File: config.mk
export PLATFORM = sky130hd
export DESIGN_NAME = rvx_front_flat
export DESIGN_NICKNAME = d
export VERILOG_FILES = /design/src/sv/rvx_pkg.sv /design/src/sv/rvx_if.sv /design/src/sv/rvx_front.sv /design/src/flat_wrapper.sv
export SDC_FILE = /design/constraint.sdc
export NUM_CORES = 1
export LEC_CHECK = 0
export BUFFER_PORTS_ARGS = -buffer_cell sky130_fd_sc_hd__buf_4
export CAP_MARGIN = 10
export CORE_ASPECT_RATIO = 2
export CORE_MARGIN = 10
export CORE_UTILIZATION = 47
export DETAILED_ROUTE_END_ITERATION = 8
export PLACE_DENSITY = 0.76
export SYNTH_ARGS = -nofsm -noshare
export SYNTH_HDL_FRONTEND = slang
export SYNTH_SLANG_ARGS = --single-unit
File: constraint.sdc
create_clock -name i_clk -period 5.8 [get_ports i_clk]
set_input_delay 0.58 -clock i_clk [delete_from_list [all_inputs] [get_ports i_clk]]
set_output_delay 0.58 -clock i_clk [all_outputs]
set_load 0.03 [all_outputs]
File: src/sv/rvx_pkg.sv
// ----------------------------------------------------------------------------
// rvx_pkg
// shared types and constants of the integer execute unit
// ----------------------------------------------------------------------------
package rvx_pkg;

    localparam int CSR_IDX_W = 12;

    typedef enum logic [5:0] {
        F_ADD   = 6'd0,  F_SUB   = 6'd1,  F_AND   = 6'd2,  F_OR    = 6'd3,
        F_XOR   = 6'd4,  F_SLL   = 6'd5,  F_SRL   = 6'd6,  F_SRA   = 6'd7,
        F_SLT   = 6'd8,  F_SLTU  = 6'd9,  F_MUL   = 6'd10, F_ADDI  = 6'd11,
        F_SUBI  = 6'd12, F_ANDI  = 6'd13, F_ORI   = 6'd14, F_XORI  = 6'd15,
        F_SLLI  = 6'd16, F_SRLI  = 6'd17, F_SRAI  = 6'd18, F_SLTI  = 6'd19,
        F_SLTIU = 6'd20, F_LW    = 6'd21, F_LH    = 6'd22, F_LB    = 6'd23,
        F_LHU   = 6'd24, F_LBU   = 6'd25, F_SW    = 6'd26, F_SH    = 6'd27,
        F_SB    = 6'd28, F_BEQ   = 6'd29, F_BNE   = 6'd30, F_BLT   = 6'd31,
        F_BGE   = 6'd32, F_BLTU  = 6'd33, F_BGEU  = 6'd34, F_JAL   = 6'd35,
        F_JALR  = 6'd36, F_LUI   = 6'd37, F_AUIPC = 6'd38, F_FENCE = 6'd39,
        F_CSRRW = 6'd40, F_CSRRS = 6'd41, F_CSRRC = 6'd42
    } t_func;

    typedef struct packed {
        logic wr;
        logic is_load;
        logic is_store;
        logic is_csr;
        logic use_imm;
    } t_cls;

    typedef struct packed {
        t_func                 op;
        t_cls                  cls;
        logic [4:0]            rd;
        logic [4:0]            rs1;
        logic [4:0]            rs2;
        logic [31:0]           imm;
        logic [31:0]           pc;
        logic [CSR_IDX_W-1:0]  csr;
    } t_item;

endpackage

File: src/sv/rvx_if.sv
// ----------------------------------------------------------------------------
// rvx_in_if / rvx_out_if
// valid-ready channels for decoded instructions and their results
// ----------------------------------------------------------------------------
interface rvx_in_if;
    logic        valid;
    logic        ready;
    logic [5:0]  func;
    logic [4:0]  dest_index;
    logic [4:0]  first_source;
    logic [4:0]  second_source;
    logic [31:0] immediate;
    logic [31:0] instr_pc;
    logic [3:0]  csr_select;

    modport source (output valid, func, dest_index, first_source, second_source,
                    immediate, instr_pc, csr_select, input ready);
    modport sink   (input valid, func, dest_index, first_source, second_source,
                    immediate, instr_pc, csr_select, output ready);
endinterface


File: src/sv/rvx_front.sv
// ----------------------------------------------------------------------------
// rvx_front
// accepts and classifies instructions into a two entry queue
// ----------------------------------------------------------------------------
module rvx_front import rvx_pkg::*; #(
    parameter int CSR_COUNT = 16
) (
    input  logic      i_clk,
    input  logic      i_rst_n,
    rvx_in_if.sink    i_in,
    input  logic      i_busy,
    input  logic      i_pop,
    output logic      o_q_valid,
    output t_item     o_q_item
);
    logic [CSR_IDX_W-1:0] w_csr_tbl [16];
    t_item                w_item;
    t_func                w_op;
    t_item                r_q [2];
    logic                 r_wp;
    logic                 r_rp;
    logic [1:0]           r_cnt;
    logic                 w_push;

    // csr index reduction, residues worked out at elaboration
    for (genvar g = 0; g < 16; g++) begin : g_csr
        localparam int RES = g % CSR_COUNT;
        assign w_csr_tbl[g] = CSR_IDX_W'(RES);
    end

    assign w_op = t_func'(i_in.func);

    always_comb begin
        w_item      = '0;
        w_item.op   = w_op;
        w_item.rd   = i_in.dest_index;
        w_item.rs1  = i_in.first_source;
        w_item.rs2  = i_in.second_source;
        w_item.imm  = i_in.immediate;
        w_item.pc   = i_in.instr_pc;
        w_item.csr  = w_csr_tbl[i_in.csr_select];
        unique case (w_op) inside
            F_ADD, F_SUB, F_AND, F_OR, F_XOR, F_SLL, F_SRL, F_SRA, F_SLT, F_SLTU,
            F_MUL, F_JAL, F_JALR, F_LUI, F_AUIPC: begin
                w_item.cls.wr = 1'b1;
            end
            F_ADDI, F_SUBI, F_ANDI, F_ORI, F_XORI, F_SLLI, F_SRLI, F_SRAI, F_SLTI,
            F_SLTIU: begin
                w_item.cls.wr      = 1'b1;
                w_item.cls.use_imm = 1'b1;
            end
            F_LW, F_LH, F_LB, F_LHU, F_LBU: begin
                w_item.cls.wr      = 1'b1;
                w_item.cls.is_load = 1'b1;
            end
            F_SW, F_SH, F_SB: begin
                w_item.cls.is_store = 1'b1;
            end
            F_CSRRW, F_CSRRS, F_CSRRC: begin
                w_item.cls.wr     = 1'b1;
                w_item.cls.is_csr = 1'b1;
            end
            default: begin
                w_item.cls = '0;
            end
        endcase
    end

    assign i_in.ready = (r_cnt != 2'd2) && !i_busy;
    assign w_push     = i_in.valid && i_in.ready;
    assign o_q_valid  = (r_cnt != 2'd0);
    assign o_q_item   = r_q[r_rp];

    always_ff @(posedge i_clk) begin
        if (w_push) begin
            r_q[r_wp] <= w_item;
        end
    end

    always_ff @(posedge i_clk) begin
        if (!i_rst_n) begin
            r_wp  <= 1'b0;
            r_rp  <= 1'b0;
            r_cnt <= 2'd0;
        end else begin
            if (w_push) begin
                r_wp <= ~r_wp;
            end
            if (i_pop) begin
                r_rp <= ~r_rp;
            end
            r_cnt <= r_cnt + 2'(w_push) - 2'(i_pop);
        end
    end
endmodule

File: src/flat_wrapper.sv
// flat-port wrapper written by rule: the top's interface ports become plain ports
module rvx_front_flat import rvx_pkg::*;
#(
    parameter int CSR_COUNT = 16
)
  (i_clk, i_rst_n, i_busy, i_pop, o_q_valid, o_q_item, i_in_valid, i_in_func, i_in_dest_index, i_in_first_source, i_in_second_source, i_in_immediate, i_in_instr_pc, i_in_csr_select, i_in_ready);
  rvx_in_if i_in_i ();
  input  logic i_clk;
  input  logic i_rst_n;
  input  logic i_busy;
  input  logic i_pop;
  output logic o_q_valid;
  output t_item o_q_item;
  input wire logic [$bits(i_in_i.valid)-1:0] i_in_valid;
  input wire logic [$bits(i_in_i.func)-1:0] i_in_func;
  input wire logic [$bits(i_in_i.dest_index)-1:0] i_in_dest_index;
  input wire logic [$bits(i_in_i.first_source)-1:0] i_in_first_source;
  input wire logic [$bits(i_in_i.second_source)-1:0] i_in_second_source;
  input wire logic [$bits(i_in_i.immediate)-1:0] i_in_immediate;
  input wire logic [$bits(i_in_i.instr_pc)-1:0] i_in_instr_pc;
  input wire logic [$bits(i_in_i.csr_select)-1:0] i_in_csr_select;
  output wire logic [$bits(i_in_i.ready)-1:0] i_in_ready;
  assign i_in_i.valid = i_in_valid;
  assign i_in_i.func = i_in_func;
  assign i_in_i.dest_index = i_in_dest_index;
  assign i_in_i.first_source = i_in_first_source;
  assign i_in_i.second_source = i_in_second_source;
  assign i_in_i.immediate = i_in_immediate;
  assign i_in_i.instr_pc = i_in_instr_pc;
  assign i_in_i.csr_select = i_in_csr_select;
  assign i_in_ready = i_in_i.ready;
  rvx_front #(.CSR_COUNT(CSR_COUNT)) u_core (.i_clk(i_clk), .i_rst_n(i_rst_n), .i_in(i_in_i), .i_busy(i_busy), .i_pop(i_pop), .o_q_valid(o_q_valid), .o_q_item(o_q_item));
endmodule
# [Word-level counts from Yosys, hierarchy flattened]
# Memories as Yosys holds them, arrays and structs flattened. A register that Yosys moved wholly into a read port is not among the register bits.
# Cells that the tools add are included.
[word_totals] output_inout_bits=104 rom_bits=192 reg_bits=4 input_bits=94 ram_bits=204 word_cells=68 mem_count=2
[memory_table] name="u_core.r_q" words=2 width=102 read_ports=1 rd_ports_with_merged_regs=1 wr=1 line="rvx_front.sv:19" text="t_item r_q [2];"
[memory_table] name="(name not given)" words=16 width=12 read_ports=1 rd_ports_with_merged_regs=0 wr=0 line="rvx_front.sv:41" text="w_item.csr = w_csr_tbl[i_in.csr_select];"
[op_classes] bitwise_logic=3 n_reduce_logical=10 n_lt_le_gt_ge=1 n_addsub=2 mux=11 n_eq_ne=36
[ops] op="$eq 6x5->1 const B" n=13
[ops] op="$eq 6x4->1 const B" n=8
[ops] op="$eq 6x6->1 const B" n=7
[ops] op="$reduce_or 33->1" n=1
[ops] op="$eq 6x3->1 const B" n=4
[ops] op="$mux 12" n=2
[ops] op="$eq 6x2->1 const B" n=2
[ops] op="$reduce_or 10->1" n=1
[ops] op="$mux 1" n=9
[ops] op="$eq 6x1->1 const B" n=1
[ops] op="$logic_not 6->1" n=1
[ops] op="$reduce_or 3->1" n=2
[ops] op="$ge 5x5->1 const B" n=1
[ops] op="$not 4->5" n=1
[ops] op="$reduce_or 5->1" n=1
[ops] op="$add 2x1->2" n=1
[ops] op="$logic_and 1x1->1" n=2
[ops] op="$ne 2x2->1 const B" n=1
[ops] op="$not 1->1" n=2
[ops] op="$reduce_bool 2->1" n=1
[ops] op="$sub 2x1->2" n=1
[ops] op="$logic_not 1->1" n=1

# [Depth between registers and ports, before layout]
# Gate-level depths: netlist (run 1).
[logic_depth] ltp_word=5 depth_mapped=7 mapped_depth_nobuf=7

# [Worst setup path before layout (run 1)]
# No wires, ideal clock.
[synth_timing] kind="input to register" startpoint="in i_busy" endpoint="mem u_core.r_q[0][0] (netlist name) (enable)" n_path_buf=0 path_slack_ns=0.204 t_arrival_ns=5.037 stages=2 setup_time_ns=0.558 required_time_ns=5.242 path_cell_list="nor3b_2 nor2b_1"
[synth_via] elab_chain_len=5
[synth_rtl] element="start: declaration" line="flat_wrapper.sv:10" text="input logic i_busy;"
[synth_rtl] element="$logic_not 1->1" line="rvx_front.sv:69" text="assign i_in.ready = (r_cnt != 2'd2) && !i_busy;"
[synth_rtl] element="$logic_and 1x1->1" line="rvx_front.sv:69"
[synth_rtl] element="$logic_and 1x1->1" line="rvx_front.sv:70" text="assign w_push = i_in.valid && i_in.ready;"
[synth_rtl] element="$mux 1" line="rvx_front.sv:75" text="if (w_push) begin"
[synth_rtl] element="$mux 1 (not written as such)" line="rvx_front.sv:76" text="r_q[r_wp] <= w_item;"
[synth_rtl] element="end: declaration" line="rvx_front.sv:19"
# No other way between the ends.

==> results of run 1 <==
cell type report:
class,count,area [um2],area share [%]
flip-flops and latches,193,5749,61.20
clock inverters,11,128.9,1.372
inverters,2,7.507,0.07991
repair buffers,192,1441,15.34
multi-input cells,138,1359,14.46
clock buffers,21,460.4,4.901
well taps,198,247.7,2.637
cells in the mapped netlist, types with 3 or more instances:
master | count | area share, %
sky130_fd_sc_hd__buf_4 | 9 | 0.93
sky130_fd_sc_hd__dfxtp_1 | 5 | 1.4
sky130_fd_sc_hd__mux2_2 | 30 | 4.7
sky130_fd_sc_hd__and2_1 | 5 | 0.43
sky130_fd_sc_hd__buf_2 | 3 | 0.21
sky130_fd_sc_hd__buf_6 | 7 | 1.1
sky130_fd_sc_hd__a21oi_1 | 3 | 0.21
sky130_fd_sc_hd__edfxtp_1 | 188 | 78
sky130_fd_sc_hd__mux2_1 | 64 | 10
worst paths after layout:
kind                            endpoint                        from
min reg2reg     u_core.r_wp$_SDFFE_PN0N_    u_core.r_wp$_SDFFE_PN0N_
max                         o_q_item[29]                   flip-flop
max reg2reg  u_core.r_q[0][86]$_DFFE_PP_  u_core.r_cnt[1]$_SDFF_PN0_
min          u_core.r_q[0][35]$_DFFE_PP_           i_in_instr_pc[23]
cells by family after synthesis:
logic type / after synthesis / synth area share, %
adder cells (fa/ha/maj): 2 / 0.3457
XOR/XNOR: 3 / 0.3631
AO/OA/AOI/OAI: 9 / 0.7951
buffers and inverters: 21 / 2.334
multiplexers: 96 / 14.90
other: 1 / 0.05182
flip-flops: 193 / 79.39
AND/OR/NAND/NOR: 20 / 1.815
registers in the layout, indices dropped and copies added, names as in the netlist, named ones only:
signal and flops:
u_core.r_wp 1, u_core.r_cnt 2, u_core.r_rp 1, u_core.r_q 188
power breakdown:
part           switching [mW]  leakage (nW)  total, mW  internal [mW]
registers              0.0279          1.76       1.65           1.62
clock network           0.478         0.284       1.14          0.662
logic                   0.317          1.44      0.524          0.206
total                   0.823          3.49       3.31           2.49
stage by stage:
| stage | hold WS [ps] | setup WS (ps) |
|---|---|---|
| 4_1_cts | 317.8 | 2683 |
| 6_report | 342.2 | 2778 |
| 3_3_place_gp | 505.0 | 2723 |
| 3_5_place_dp | 518.7 | 2632 |
| 5_1_grt | 311.1 | 2609 |
| 2_1_floorplan | 451.4 | 204.1 |
per-layer routing:
metal	vias to the layer above	wire length, um
met5	-	0
li1	1733	-
met1	1870	4709
met4	0	529
met2	120	9302
met3	30	871
==> summary.txt, run 1 <==
Yosys
  – Netlist cell types: 31
  – Fraction of registers with async set or reset after synthesis: 0%
  – Number of enable-type register cells in the synthesized netlist: 188
  – Mapped Avg Cell Area: 20.98 um2
  – Synth warnings: 0
  – Cells after synthesis: 345
  – Synth Flop Type: sky130_fd_sc_hd__edfxtp_1
  – Synth Register Bits: 193
  – Portion of the post-synthesis area used by sequential elements: 79.39%
  – Area of the mapped netlist: 7237 um2

Power
  – Static Leakage: about 3.5 nW
  – Highest ir drop seen on vdd: 0.2130 mV
  – Power density normalized to cell area: 352.9 nW/um2
  – Pwr Total: approximately 3.3 mW

Clocking
  – Count of cells resized by post-cts repair: 0
  – Number of clock buffers inserted by TritonCTS: 17
  – CTS Buffer Depth: 2
  – Clock tree from TritonCTS: built
  – Number of sinks handled by clock tree synthesis: 193
  – Clk root buf: sky130_fd_sc_hd__clkbuf_16
  – Worst skew pair latency: 420 ps
  – Clk slew on worst S/H paths: 70 ps
  – Post-CTS Setup Inserts: 0
  – Quantity of hold-fixing buffers added after cts: 0
  – Deepest level of the CTS H-tree: 4

Layout
  – Layout filler cell count: ~1100
  – Most used cells in the layout excluding fill and tap cells: 192 x sky130_fd_sc_hd__buf_4, 188 x sky130_fd_sc_hd__edfxtp_1, 64 x sky130_fd_sc_hd__mux2_1
  – Final Instance Area: 9394 um2
  – Net total in the final layout: 640
  – Commonest non-fill, non-tap cell in the layout: sky130_fd_sc_hd__buf_4
  – Final Core Density: 61.74%
  – Diodes inserted: 0
  – Count of placed standard cells in the final layout, fillers left out: 755
  – Proportion of layout cells with a drive suffix above 1: roughly 46%
  – Area growth from synthesis to layout: 29.81%

GRT
  – Most Crowded Layer GR: met2
  – Global router's overall resource usage: 14.51%
  – Via count of the first global-routing pass: 4097
  – Maximum number of pins on one net before global-route repair: 61
  – Global-route wire length before repair: 22690 um
  – Initial antenna violation count: 0
  – Grt met3 use: 4.749%
  – Met2 Track Usage GR: 28.00%
  – GR Util met1: 12.22%
  – Aggregate global routing overflow: 0

Run status
  – Outcome: complete, no violations

Timing
  – Tcrit/Tclk final: 52.11%
  – Final Critical Period: 3022 ps
  – Number of endpoints with negative hold slack in the final report: 0
  – Final sum of negative setup slack: 0 ps
  – Max Clock Freq: 330.9 MHz
  – Measured slew at the worst slew-check pin: about 1000 ps
  – Number of setup violations in the final report: 0
  – Skew final: 9.045 ps
  – Max Transition Viols Final: 0
  – Unrepaired setup endpoints after global routing: no
  – Worst-case headroom to the max-slew limit: 31.71%

Drt
  – Per-cell via count in the routed design: a little under 5
  – Routed WL: 15410 um
  – Overall via count from detail_route: 3753
  – Detailed Route Iter0 Violations: 100
  – Length of the first detailed-routing pass in iterations: 4
  – Drt wl/cell: 20.41 um
  – DRC viols: 0
  – Number of nets with antenna violations after detailed routing: 0

Critical path
  – Critical path buffer and inverter count: 2
  – Worst path required time: about 5200 ps
  – CP Class: reg -> out
  – Library cell contributing the largest single delay on the critical path: sky130_fd_sc_hd__buf_4
  – Reg2Reg Depth: 4
  – CP Launch Type: flip-flop
  – Arrival time at the worst endpoint: between 2000 and 2500 ps
  – Cells along the critical path: buf_4 -> mux2_2 -> buf_4
  – Critical-path maximum fanout: 60
  – Minimum setup slack among reg-to-reg paths: ~2900 ps
  – Instance count on the critical path: 3
  – Top Family by Delay on Critical Path: buffers and inverters
  – Most common cell type on the critical path: sky130_fd_sc_hd__buf_4
  – Maximum single-stage delay on the critical path: 690 ps
  – Crit path capture type: primary output

Floorplan
  – Num ports: 198
  – Width of the chip: 107.7 um
  – Floorplan die area: 21060 um2
  – Floorplan die height: 195.5 um
  – Total core area: 15210 um2
  – Row count: 64
  – Initial standard-cell utilization of the core: 47.57%

Placed design
  – HPWL Detailed: 11200 um
  – Post-placement cell area: 8805 um2
  – Weighted congestion reported at the end of routability-driven placement: 0.7099
  – Buffers added on ports: 189
  – Count of placed standard cells including taps: 723

Flow run
  – Max_cap viols: 0

Min path
  – Path class of the lowest-slack min-delay path: in -> reg
  – Worst hold path cell count: 1
No activity file was read; power rests on OpenSTA's default activity.
==> run 2: changes to the inputs <==
--- a/config.mk
+++ b/config.mk
@@ -9,9 +9,9 @@
 export CAP_MARGIN = 10
 export CORE_ASPECT_RATIO = 2
 export CORE_MARGIN = 10
-export CORE_UTILIZATION = 47
+export CORE_UTILIZATION = 52
 export DETAILED_ROUTE_END_ITERATION = 8
-export PLACE_DENSITY = 0.76
+export PLACE_DENSITY = 0.79
 export SYNTH_ARGS = -nofsm -noshare
 export SYNTH_HDL_FRONTEND = slang
 export SYNTH_SLANG_ARGS = --single-unit
==> constraint.sdc (replaced) <==
create_clock -name i_clk -period 3.15 [get_ports i_clk]
set_input_delay 0.315 -clock i_clk [delete_from_list [all_inputs] [get_ports i_clk]]
set_output_delay 0.315 -clock i_clk [all_outputs]
set_load 0.03 [all_outputs]
==> summary.txt, run 2 (synthesis gave the netlist of run 1 again) <==
Timing
  – Max Transition Viols Final: 0 (unchanged)
  – Skew final: 8.049 ps (-0.9961 ps)
  – Final Critical Period: between 2000 and 2500 ps
  – Max Clock Freq: 443.4 MHz
  – Post-route worst setup slack: 894.6 ps (-1883 ps)
  – Number of setup violations in the final report: 0 (unchanged)
  – Unrepaired setup endpoints after global routing: no
  – Number of endpoints with negative hold slack in the final report: 0 (unchanged)
  – Measured slew at the worst slew-check pin: 641.3 ps (-380.9 ps)
  – Final hold slack: 66.71 ps (-275.5 ps)
  – Tcrit/Tclk final: 71.60%
  – Final sum of negative setup slack: 0 ps (unchanged)
  – Worst-case headroom to the max-slew limit: 57.25% (+26 points)

Floorplan
  – Initial standard-cell utilization of the core: 52.39% (+4.8 points)
  – Floorplan die height: 186.8 um (-4.4%)
  – Floorplan die area: 19320 um2 (-8.3%)
  – Num ports: 198 (unchanged)
  – Total core area: 13810 um2 (-9.2%)
  – Row count: 61 (-4.7%)
  – Width of the chip: 103.4 um (-4.0%)

Critical path
  – Arrival time at the worst endpoint: 1940 ps (-500 ps)
  – Worst path required time: 2830 ps (-2390 ps)
  – CP Launch Type: flip-flop
  – Minimum setup slack among reg-to-reg paths: 1140 ps (-1750 ps)
  – Library cell contributing the largest single delay on the critical path: sky130_fd_sc_hd__dfxtp_4
  – Maximum single-stage delay on the critical path: 480 ps (-210 ps)
  – Crit path capture type: primary output
  – Critical path buffer and inverter count: 2 (unchanged)
  – Critical-path maximum fanout: 34 (-43%)
  – Most common cell type on the critical path: sky130_fd_sc_hd__buf_4
  – CP Class: reg -> out
  – Cells along the critical path: buf_4 -> mux2_2 -> buf_4
  – Top Family by Delay on Critical Path: buffers and inverters

Clocking
  – CTS Buffer Depth: 2 (unchanged)
  – Quantity of hold-fixing buffers added after cts: 0 (unchanged)
  – Post-CTS Setup Inserts: 0 (unchanged)
  – Clk root buf: sky130_fd_sc_hd__clkbuf_16
  – Worst skew pair latency: 430 ps (about the same)
  – Count of cells resized by post-cts repair: 0 (unchanged)
  – Number of clock buffers inserted by TritonCTS: 17 (unchanged)
  – Clock tree from TritonCTS: built
  – Clk slew on worst S/H paths: 80 ps (about the same)
  – Number of sinks handled by clock tree synthesis: 193 (unchanged)
  – Deepest level of the CTS H-tree: 4 (unchanged)

Layout
  – Largest register by flop count: u_core.r_q
  – Top flop regs: u_core.r_q (188), u_core.r_cnt (2)
  – Area growth from synthesis to layout: 30.41%
  – Flip-flop count of the largest register after layout: 188 (unchanged)
  – Proportion of layout cells with a drive suffix above 1: 46.61% (+0.47 points)
  – Final Core Density: 68.32% (+6.6 points)
  – Net total in the final layout: 643 (+0.47%)
  – Commonest non-fill, non-tap cell in the layout: sky130_fd_sc_hd__buf_4
  – Layout filler cell count: 913 (-19%)
  – Most used cells in the layout excluding fill and tap cells: 193 x sky130_fd_sc_hd__buf_4, 188 x sky130_fd_sc_hd__edfxtp_1, 64 x sky130_fd_sc_hd__mux2_1

GRT
  – Via count of the first global-routing pass: 4312 (+5.2%)
  – Aggregate global routing overflow: 0 (unchanged)
  – Initial antenna violation count: 1 (+1)
  – Maximum number of pins on one net before global-route repair: 50 (-18%)
  – Global-route wire length before repair: 23270 um (+2.6%)
  – Global router's overall resource usage: 16.47% (+2.0 points)

Placed design
  – DP Worst Slack: 1155 ps (-1477 ps)
  – HPWL Detailed: 11310 um (+1.0%)
  – Buffers added on ports: 189 (unchanged)
  – Weighted congestion reported at the end of routability-driven placement: 0.7789 (+9.7%)

Min path
  – Path class of the lowest-slack min-delay path: in -> reg

Flow run
  – Max_cap viols: 0 (unchanged)

Power
  – Net switching power of the design: 1.627 mW (+98%)
  – Int Power: 4.507 mW (+81%)
  – Comb pwr share: 16.0% (+0.2 points)
  – Fraction of power consumed by the clock network: 34.6% (+0.2 points)
  – Proportion of power drawn by flip-flops and latches: 49.4% (-0.4 points)
  – Highest ir drop seen on vdd: 0.4890 mV (+130%)
  – Power density normalized to cell area: 649.9 nW/um2 (+84%)
  – Sw Ratio: 26.53% (+1.7 points)
  – Static Leakage: 3.520 nW (+0.89%)

Drt
  – Number of nets with antenna violations after detailed routing: 0 (unchanged)
  – DRC viols: 0 (unchanged)
  – Routed WL: 15760 um (+2.2%)
  – Length of the first detailed-routing pass in iterations: 4 (unchanged)
  – Overall via count from detail_route: 3783 (+0.80%)
  – Per-cell via count in the routed design: 5.044 (+1.5%)
  – Detailed Route Iter0 Violations: 190 (+90%)
  – Drt wl/cell: 21.01 um (+2.9%)

Run status
  – Outcome: complete, no violations
-- run 2: cell count changes in the layout (fill, tap and decap cells not counted) --
cell | previous run | this run
sky130_fd_sc_hd__inv_8 | 0 | 4
sky130_fd_sc_hd__buf_12 | 0 | 2
sky130_fd_sc_hd__clkbuf_1 | 2 | 0
sky130_fd_sc_hd__clkbuf_8 | 2 | 0
sky130_fd_sc_hd__clkinv_8 | 0 | 2
sky130_fd_sc_hd__clkinvlp_4 | 2 | 0
sky130_fd_sc_hd__buf_4 | 192 | 193
sky130_fd_sc_hd__bufinv_16 | 2 | 1
sky130_fd_sc_hd__clkinv_1 | 0 | 1
sky130_fd_sc_hd__clkinv_2 | 2 | 1
sky130_fd_sc_hd__diode_2 | 0 | 1
sky130_fd_sc_hd__inv_6 | 3 | 4
-- run 2: path summary, 6_finish.rpt --
| check | from | cells after the start | endpoint |
|---|---|---|---|
| worst min register to register | u_core.r_wp$_SDFFE_PN0N_ | 2 | u_core.r_wp$_SDFFE_PN0N_ |
| worst max-delay path | flip-flop | 3 | o_q_item[16] |
| worst min-delay path | i_in_instr_pc[18] | 1 | u_core.r_q[0][30]$_DFFE_PP_ |
| worst max register to register | u_core.r_cnt[1]$_SDFF_PN0_ | 4 | u_core.r_q[1][65]$_DFFE_PP_ |
-- run 2: metal layers --
layer | track usage [%] | up-vias | part of all wire, %
met5 | 0 | - | 0
met4 | 9.365 | 0 | 4.6
met3 | 5.586 | 36 | 6.3
met2 | 30.10 | 133 | 56
met1 | 14.72 | 1876 | 33
li1 | - | 1738 | -
-- run 2: layout make-up --
class	instances	area (um2)	area share [%]
well taps	189	236.5	2.506
clock buffers	17	425.4	4.507
diodes	1	2.502	0.02651
flip-flops and latches	193	5749	60.92
clock inverters	15	168.9	1.790
repair buffers	195	1489	15.78
inverters	2	7.507	0.07954
multi-input cells	138	1359	14.40
-- run 2: power by group through the flow --
stage	combinational, mW	sequential [mW]	clock [mW]
after detailed placement	0.993	3.09	0
final	0.981	3.03	2.13
after CTS	0.999	3.03	2.16
after floorplan	0.604	3.07	0
after global routing	1.04	3.04	2.27
after global placement	0.974	3.07	0
-- run 2: stage by stage --
| stage | std cells | area [um2] | power (mW) |
|---|---|---|---|
| floorplan | 352 | 7272 | 3.673 |
| global placement | 717 | 8841 | 4.047 |
| detailed placement | 717 | 8841 | 4.079 |
| CTS | 749 | 9435 | 6.188 |
| global route | 750 | 9438 | 6.349 |
| finish | 750 | 9438 | 6.134 |
==> run 3: changes to the inputs <==
--- a/config.mk
+++ b/config.mk
@@ -9,9 +9,9 @@
 export CAP_MARGIN = 10
 export CORE_ASPECT_RATIO = 2
 export CORE_MARGIN = 10
-export CORE_UTILIZATION = 52
+export CORE_UTILIZATION = 47
 export DETAILED_ROUTE_END_ITERATION = 8
-export PLACE_DENSITY = 0.79
+export PLACE_DENSITY = 0.76
 export SYNTH_ARGS = -nofsm -noshare
 export SYNTH_HDL_FRONTEND = slang
 export SYNTH_SLANG_ARGS = --single-unit
==> constraint.sdc (replaced) <==
create_clock -name i_clk -period 1.9 [get_ports i_clk]
set_input_delay 0.19 -clock i_clk [delete_from_list [all_inputs] [get_ports i_clk]]
set_output_delay 0.19 -clock i_clk [all_outputs]
set_load 0.03 [all_outputs]
==> summary.txt, run 3 (synthesis gave the netlist of run 1 again) <==
Run status
  – Outcome: complete, no violations

Drt
  – Overall via count from detail_route: 4150 (+9.7%)
  – Routed WL: 17480 um (+11%)
  – Detailed Route Iter0 Violations: 157 (-17%)
  – Length of the first detailed-routing pass in iterations: 4 (unchanged)
  – Per-cell via count in the routed design: 4.905 (-2.7%)
  – Number of nets with antenna violations after detailed routing: 0 (unchanged)
  – Drt wl/cell: 20.66 um (-1.7%)
  – DRC viols: 0 (unchanged)

Layout
  – Count of placed standard cells in the final layout, fillers left out: 846 (+13%)
  – Most used cells in the layout excluding fill and tap cells: 189 x sky130_fd_sc_hd__buf_4, 188 x sky130_fd_sc_hd__edfxtp_1, 87 x sky130_fd_sc_hd__dlygate4sd3_1
  – Commonest non-fill, non-tap cell in the layout: sky130_fd_sc_hd__buf_4
  – Diodes inserted: 0 (-1)
  – Top flop regs: u_core.r_q (188), u_core.r_cnt (2)
  – Proportion of layout cells with a drive suffix above 1: 41.67% (-4.9 points)
  – Area occupied by multi-input gates: 1373 um2 (+1.0%)
  – Layout filler cell count: 969 (+6.1%)
  – Sequential cell area: 5751 um2 (about the same)
  – Final Core Density: 68.52% (+0.20 points)
  – Flip-flop count of the largest register after layout: 188 (unchanged)
  – Largest register by flop count: u_core.r_q
  – Area growth from synthesis to layout: 44.05%
  – Net total in the final layout: 731 (+14%)

Timing
  – Final hold slack: 15.54 ps (-51.17 ps)
  – Post-route worst setup slack: 40.68 ps (-853.9 ps)
  – Number of endpoints with negative hold slack in the final report: 0 (unchanged)
  – Tcrit/Tclk final: 97.86%
  – Unrepaired setup endpoints after global routing: yes
  – Skew final: 12.67 ps (+4.616 ps)
  – Final Critical Period: 1859 ps
  – Number of setup violations in the final report: 0 (unchanged)
  – Max Clock Freq: 537.8 MHz
  – Max Transition Viols Final: 0 (unchanged)

Floorplan
  – Floorplan die height: 195.5 um (+4.6%)
  – Total core area: 15210 um2 (+10%)
  – Floorplan die area: 21060 um2 (+9.0%)
  – Row count: 64 (+4.9%)
  – Num ports: 198 (unchanged)
  – Width of the chip: 107.7 um (+4.2%)
  – Initial standard-cell utilization of the core: 47.57% (-4.8 points)

Clocking
  – Worst skew pair latency: 430 ps (about the same)
  – Clk slew on worst S/H paths: 80 ps (about the same)
  – Number of clock buffers inserted by TritonCTS: 17 (unchanged)
  – CTS Buffer Depth: 2 (unchanged)
  – Clock tree from TritonCTS: built
  – Clk root buf: sky130_fd_sc_hd__clkbuf_16
  – Deepest level of the CTS H-tree: 4 (unchanged)
  – Number of sinks handled by clock tree synthesis: 193 (unchanged)
  – Post-CTS Setup Inserts: 0 (unchanged)

Critical path
  – Arrival time at the worst endpoint: 1670 ps (-270 ps)
  – Reg2Reg Depth: 4 (unchanged)
  – Capture instance of the worst register-to-register path: u_core.r_q[0][45]$_DFFE_PP_
  – Capture point of the worst path: o_q_item[44]
  – CP Class: reg -> out
  – Worst path required time: 1710 ps (-1120 ps)
  – Crit path capture type: primary output
  – Crit Reg-Reg Startpoint: u_core.r_cnt[0]$_SDFF_PN0_
  – CP Launch Type: flip-flop
  – Critical-path maximum fanout: 39 (+15%)
  – Minimum setup slack among reg-to-reg paths: 230 ps (-910 ps)

Min path
  – Path class of the lowest-slack min-delay path: in -> reg

Power
  – Static Leakage: 3.915 nW (+11%)
  – Highest ir drop seen on vdd: 0.6669 mV (+36%)
  – Pwr Total: 10.43 mW (+70%)
  – Power density normalized to cell area: 1000 nW/um2 (+54%)

Placed design
  – Buffers added on ports: 189 (unchanged)
  – Count of placed standard cells including taps: 726 (+1.3%)
  – HPWL Detailed: 11280 um (-0.30%)
  – DP Worst Slack: 227.7 ps (-927.6 ps)
  – Weighted congestion reported at the end of routability-driven placement: 0.7428 (-4.6%)

Flow run
  – Max_cap viols: 0 (unchanged)

GRT
  – Initial antenna violation count: 0 (-1)
  – Global router's overall resource usage: 16.68% (+0.21 points)
  – Via count of the first global-routing pass: 4751 (+10%)
  – Global-route wire length before repair: 26590 um (+14%)
  – Aggregate global routing overflow: 0 (unchanged)
  – Maximum number of pins on one net before global-route repair: 56 (+12%)
-- run 3: changes by cell type in the layout (fill, tap and decap cells not counted), moves of 2 or more --
cell	delta
sky130_fd_sc_hd__buf_4	-4
sky130_fd_sc_hd__buf_12	+2
sky130_fd_sc_hd__dlygate4sd3_1	+87
sky130_fd_sc_hd__clkbuf_8	+2
sky130_fd_sc_hd__clkinv_4	+3
sky130_fd_sc_hd__clkinv_8	-2
sky130_fd_sc_hd__buf_16	+3
sky130_fd_sc_hd__mux2_2	+5
sky130_fd_sc_hd__mux2_1	-5
-- run 3: worst max-delay path, stage by stage (launching register included) --
cell                      delay (ps)
sky130_fd_sc_hd__dfxtp_4         430
sky130_fd_sc_hd__buf_16          240
sky130_fd_sc_hd__mux2_2          390
sky130_fd_sc_hd__buf_4           180
-- run 3: stage by stage --
stage | setup TNS, ps | area (um2)
finish | 0 | 10430
detailed placement | 0 | 8917
CTS | -18.57 | 10420
floorplan | -105560 | 7287
global route | -52.90 | 10430
global placement | 0 | 8917
-- run 3: worst min path at each step --
stage | slack, ps | end | cells past startpoint | from
2_1_floorplan | 290 | u_core.r_q[0][0]$_DFFE_PP_ | 0 | i_in_csr_select[0]
3_3_place_gp | 370 | u_core.r_q[0][33]$_DFFE_PP_ | 1 | i_in_instr_pc[21]
3_5_place_dp | 380 | u_core.r_q[0][33]$_DFFE_PP_ | 1 | i_in_instr_pc[21]
4_1_cts | 0.6 | u_core.r_q[1][97]$_DFFE_PP_ | 1 | i_in_func[1]
5_1_grt | 10 | u_core.r_q[1][97]$_DFFE_PP_ | 1 | i_in_func[1]
6_report | 20 | u_core.r_rp$_SDFFE_PN0P_ | 2 | i_rst_n
-- run 3: power breakdown --
part	leakage, nW	total, mW	internal [mW]	switching, mW
clock network	0.290	3.54	1.93	1.61
logic	1.86	1.87	0.814	1.06
registers	1.76	5.02	4.95	0.0722
-- run 3: metal layers --
layer,vias up,part of all wire (%),track usage (%)
met5,-,0,0
met1,2071,32,15.39
met3,28,5.7,5.178
li1,1916,-,-
met4,0,2.7,7.065
met2,135,60,31.77
-- run 3: layout make-up --
type,count,area share [%]
clock buffer,19,4.345
clock inverter,13,1.356
inverter,2,0.07201
multi-input combinational,138,13.17
sequential,193,55.16
tap,198,2.376
timing repair buffer,283,23.52
-- run 3: timing repair --
action / CTS / global route
cloned: 1 / 0
hold buffers: 87 / 0
endpoints found under the hold margin: 173 / 0
setup endpoints to repair: 5 / 10
resized for setup: 2 / 6
